`config.mk`:
```
export PLATFORM = sky130hd
export DESIGN_NAME = far_ctrl
export DESIGN_NICKNAME = d
export VERILOG_FILES = /design/src/design/far_pkg.sv /design/src/design/far_ctrl.sv
export SDC_FILE = /design/constraint.sdc
export NUM_CORES = 1
export LEC_CHECK = 0
export ABC_AREA = 1
export BUFFER_PORTS_ARGS = -buffer_cell sky130_fd_sc_hd__buf_2
export CORE_MARGIN = 4
export CORE_UTILIZATION = 30
export DETAILED_ROUTE_END_ITERATION = 8
export SYNTH_ARGS = -nofsm -noshare
export SYNTH_HDL_FRONTEND = slang
export SYNTH_SLANG_ARGS = --single-unit
```
`constraint.sdc`:
```
create_clock -name clk -period 2.3 [get_ports clk]
set_input_delay 0.46 -clock clk [delete_from_list [all_inputs] [get_ports clk]]
set_output_delay 0.46 -clock clk [all_outputs]
set_load 0.03 [all_outputs]
```
`src/design/far_pkg.sv`:
```
// shared types and constants for the fraction arithmetic reduce block
package far_pkg;

	localparam int OPERAND_WIDTH_DEF = 32;
	localparam int MAG_W = 64;

	localparam logic [2:0] OP_ADD = 3'd0;
	localparam logic [2:0] OP_SUB = 3'd1;
	localparam logic [2:0] OP_MUL = 3'd2;
	localparam logic [2:0] OP_DIV = 3'd3;
	localparam logic [2:0] OP_EQ  = 3'd4;

	localparam logic [1:0] ST_OK      = 2'd0;
	localparam logic [1:0] ST_ZDEN    = 2'd1;
	localparam logic [1:0] ST_DIVZERO = 2'd2;
	localparam logic [1:0] ST_BAD     = 2'd3;

	typedef enum logic [3:0] {
		S_IDLE,
		S_MUL1,
		S_MUL2,
		S_COMB,
		S_GCD_START,
		S_GCD_RUN,
		S_DIVN_START,
		S_DIVN_RUN,
		S_DIVD_START,
		S_DIVD_RUN,
		S_FINISH,
		S_OUT
	} far_state_t;

	// divider source selection
	typedef enum logic [1:0] {
		DSRC_GCD,
		DSRC_NUM,
		DSRC_DEN
	} far_dsrc_t;

	typedef struct packed {
		logic       load;
		logic       mul1;
		logic       mul2;
		logic       comb;
		logic       div_start;
		far_dsrc_t  div_src;
		logic       gcd_step;
		logic       take_num;
		logic       take_den;
		logic       finish;
	} far_cmd_t;

	typedef struct packed {
		logic       early;
		logic       div_done;
		logic       gcd_zero;
	} far_status_t;

endpackage

```
`src/design/far_ctrl.sv`:
```
// sequencing state machine for the fraction arithmetic reduce block
module far_ctrl
	import far_pkg::*;
(
	input  logic        clk,
	input  logic        arst_n,
	input  logic        in_valid,
	output logic        in_stall,
	output logic        out_valid,
	input  logic        out_stall,
	output far_cmd_t    cmd,
	input  far_status_t stat
);

	far_state_t state_q, state_d;

	always_ff @(posedge clk or negedge arst_n) begin
		if (!arst_n) state_q <= S_IDLE;
		else         state_q <= state_d;
	end

	always_comb begin
		state_d   = state_q;
		cmd       = '0;
		cmd.div_src = DSRC_GCD;
		in_stall  = 1'b1;
		out_valid = 1'b0;
		case (state_q)
			S_IDLE: begin
				in_stall = 1'b0;
				if (in_valid) begin
					cmd.load = 1'b1;
					state_d  = S_MUL1;
				end
			end
			S_MUL1: begin
				cmd.mul1 = 1'b1;
				state_d  = S_MUL2;
			end
			S_MUL2: begin
				cmd.mul2 = 1'b1;
				state_d  = stat.early ? S_FINISH : S_COMB;
			end
			S_COMB: begin
				cmd.comb = 1'b1;
				state_d  = S_GCD_START;
			end
			S_GCD_START: begin
				if (stat.gcd_zero) begin
					state_d = S_DIVN_START;
				end else begin
					cmd.div_start = 1'b1;
					state_d = S_GCD_RUN;
				end
			end
			S_GCD_RUN: begin
				if (stat.div_done) begin
					cmd.gcd_step = 1'b1;
					state_d = S_GCD_START;
				end
			end
			S_DIVN_START: begin
				cmd.div_src   = DSRC_NUM;
				cmd.div_start = 1'b1;
				state_d = S_DIVN_RUN;
			end
			S_DIVN_RUN: begin
				if (stat.div_done) begin
					cmd.take_num = 1'b1;
					state_d = S_DIVD_START;
				end
			end
			S_DIVD_START: begin
				cmd.div_src   = DSRC_DEN;
				cmd.div_start = 1'b1;
				state_d = S_DIVD_RUN;
			end
			S_DIVD_RUN: begin
				if (stat.div_done) begin
					cmd.take_den = 1'b1;
					state_d = S_FINISH;
				end
			end
			S_FINISH: begin
				cmd.finish = 1'b1;
				state_d = S_OUT;
			end
			S_OUT: begin
				out_valid = 1'b1;
				if (!out_stall) state_d = S_IDLE;
			end
			default: state_d = S_IDLE;
		endcase
	end

	assert property (@(posedge clk) disable iff (!arst_n)
		cmd.load |=> state_q == S_MUL1)
		else $error("load not followed by product step");
	assert property (@(posedge clk) disable iff (!arst_n)
		out_valid && out_stall |=> out_valid)
		else $error("result dropped while stalled");
	assert property (@(posedge clk) disable iff (!arst_n)
		cmd.finish |=> out_valid)
		else $error("finish without result");

endmodule

```
==> out/qor.csv <==
metric;value;unit
fp-row-count;13;
setup_viol;0;
slew_headroom;0.813;
grt_max_degree;8;
pwr-share-clk;0.116;
cts.sinks;4;
clk_latency;240;ps
netlist.area_leader.share;0.240;
die_x;45.3;um
hpwl;906;um
synth_edf_count;0;
power.leakage;0.372;nW
drc;0;
synth_area_leaders;dfrtp_1, nand2_1, nor2_1;
syn_to_final_growth;32.7;%
syn_inst;76;
syn_area;417;um^2
min_period_over_period;0.807;
place_congestion;0.794;
critical_path_class;reg2out;
drtIter0Drc;8;
synth_common_cells;nand2_1, nor2_1, inv_1, nand3_1;
largest_reg_flops;4;
fin_skew;7.37;ps
netSwitchingFraction;0.582;
whs;16.1;ps
dr_total_vias;505;
synth_ff_type;dfrtp_1;
worst_setup_path_start_kind;flip-flop;
overflow;0;
reg.largest.list;state_q (4);
avgSynthCellArea;5.48;um^2
outcome;finished, final reports clean;
synth.distinct_cells;13;
cts_resized;0;
tightest_slew;279;ps
cts_root_buffer;clkbuf_4;
pwr-share-seq;0.192;
cp_slowest_cell;dfrtp_1;
combinationalPowerShare;0.692;
cp-end-kind;output pin;
period_needed;1860;ps
drv_slew;0;
hold_path_class;in2async;
die_area;2050;um^2
final_antenna_net_count;0;
yosys_warnings;0;
fin_nets;107;
largest_register;state_q;
drv_cap;0;
cts_max_level;1;
synth-async-reset-ratio;1.00;
die_height;45.3;um
cpPeakStageDelay;420;ps
initial_utilization;0.320;
grt_pass1_vias;452;
cts_hold_buf;0;
timing.critical_path.buf_inv;2;
fmax;0.539;GHz
wirelength;1040;um
internal-power;0.000316;W
syn-num-nets;83;
grt.total_usage;0.112;
tritoncts;done;
cp.arrival;1400;ps
ir_drop;623;uV
p_switching;0.000439;W
dr.pass1.iters;3;
antenna_cells;0;
crit_family;simple AND/OR/NAND/NOR gates;
yosysMostFrequentCell;nand2_1;
finalHoldViolations;0;
synth_top_area_cell;dfrtp_1;
grt_pass1_wl;1700;um
cts_max_path_buffers;2;
synth-seq-cells;4;
numCtsBuffers;3;
ios;20;
coreArea;1300;um^2
antenna_found_initial;0;
avgViaCountPerCell;4.47;
crit_required;1840;ps
clk_pin_slew;40;ps
portBuffers;19;
tns;0;ps
final_cells;113;
ff2ff_path_depth;6;
ys_seq_area_frac;0.240;
cp_cell_sequence;nor2_1, nand2_1, nand2_1, nor2_1, inv_1, buf_2;
drive_gt1_frac;0.316;
post_drt_wl_per_cell;9.19;um
crit_fanout;6;
path_depth;6;
post-place-cells;110;
cts_setup_buffers;0;
p_per_area;1370;nW/um^2
rsz0062_at_grt;false;
## metrics by stage
stage	instance area [um^2]	power [W]	utilization	worst slack [ps]
2_1_floorplan	417	0.000544	-	458
3_3_place_gp	531	0.000680	0.408	690
3_5_place_dp	531	0.000678	0.408	679
4_1_cts	553	0.000771	0.425	424
5_1_grt	553	0.000841	0.425	260
6_report	553	0.000756	0.425	444
## final cells by class
type | count | area, um^2
Sequential cell | 4 | 100
Multi-Input combinational cell | 57 | 260
Inverter | 15 | 56.3
Timing Repair Buffer | 19 | 95.1
Clock buffer | 3 | 22.5
Fill cell | 160 | 748
Tap cell | 15 | 18.8
## cell usage in the layout (no fill, tap or decap), drive strengths merged
cell	synthesis	routed
nand2	24	24
buf	0	19
nor2	19	19
inv	15	15
nand3	5	5
dfrtp	4	4
o21ai	3	3
clkbuf	0	3
a21oi	3	3
o21bai	2	2
nor3	1	1
## power by group through the flow
stage | Clock [W] | Sequential (W) | Combinational, W
2_1_floorplan | 0 | 0.000138 | 0.000406
3_3_place_gp | 0 | 0.000146 | 0.000534
3_5_place_dp | 0 | 0.000146 | 0.000532
4_1_cts | 0.0000924 | 0.000145 | 0.000533
5_1_grt | 0.0000955 | 0.000153 | 0.000593
6_report | 0.0000879 | 0.000145 | 0.000523
## worst paths after layout
kind                                             start                      to  slack [ps]
worst max-delay path            state_q[1]$_DFFE_PN0P_                  cmd[6]         440
worst min-delay path                            arst_n  state_q[2]$_DFFE_PN0P_          20
worst max register to register  state_q[1]$_DFFE_PN0P_  state_q[1]$_DFFE_PN0P_        1070
worst min register to register  state_q[1]$_DFFE_PN0P_  state_q[1]$_DFFE_PN0P_         590
max in group asynchronous                       arst_n  state_q[0]$_DFFE_PN0P_        2160
min in group clk                               stat[1]  state_q[0]$_DFFE_PN0P_         540
## logic make-up (layout without fill, tap and decap cells)
logic type | count (synthesis) | in the layout | share of synthesized area
simple gates | 49 | 49 | 0.507
compound gates | 8 | 8 | 0.117
buf+inv | 15 | 37 | 0.135
flops | 4 | 4 | 0.240
## layer usage
metal | track usage | vias to the layer above | routed length, um
met4 | 0.0175 | 0 | 0
met3 | 0.0359 | 0 | 53
met2 | 0.175 | 11 | 508
li1 | - | 275 | -
met1 | 0.151 | 219 | 476
met5 | 0 | - | 0
Note: power is estimated with default switching activity, not from simulation.
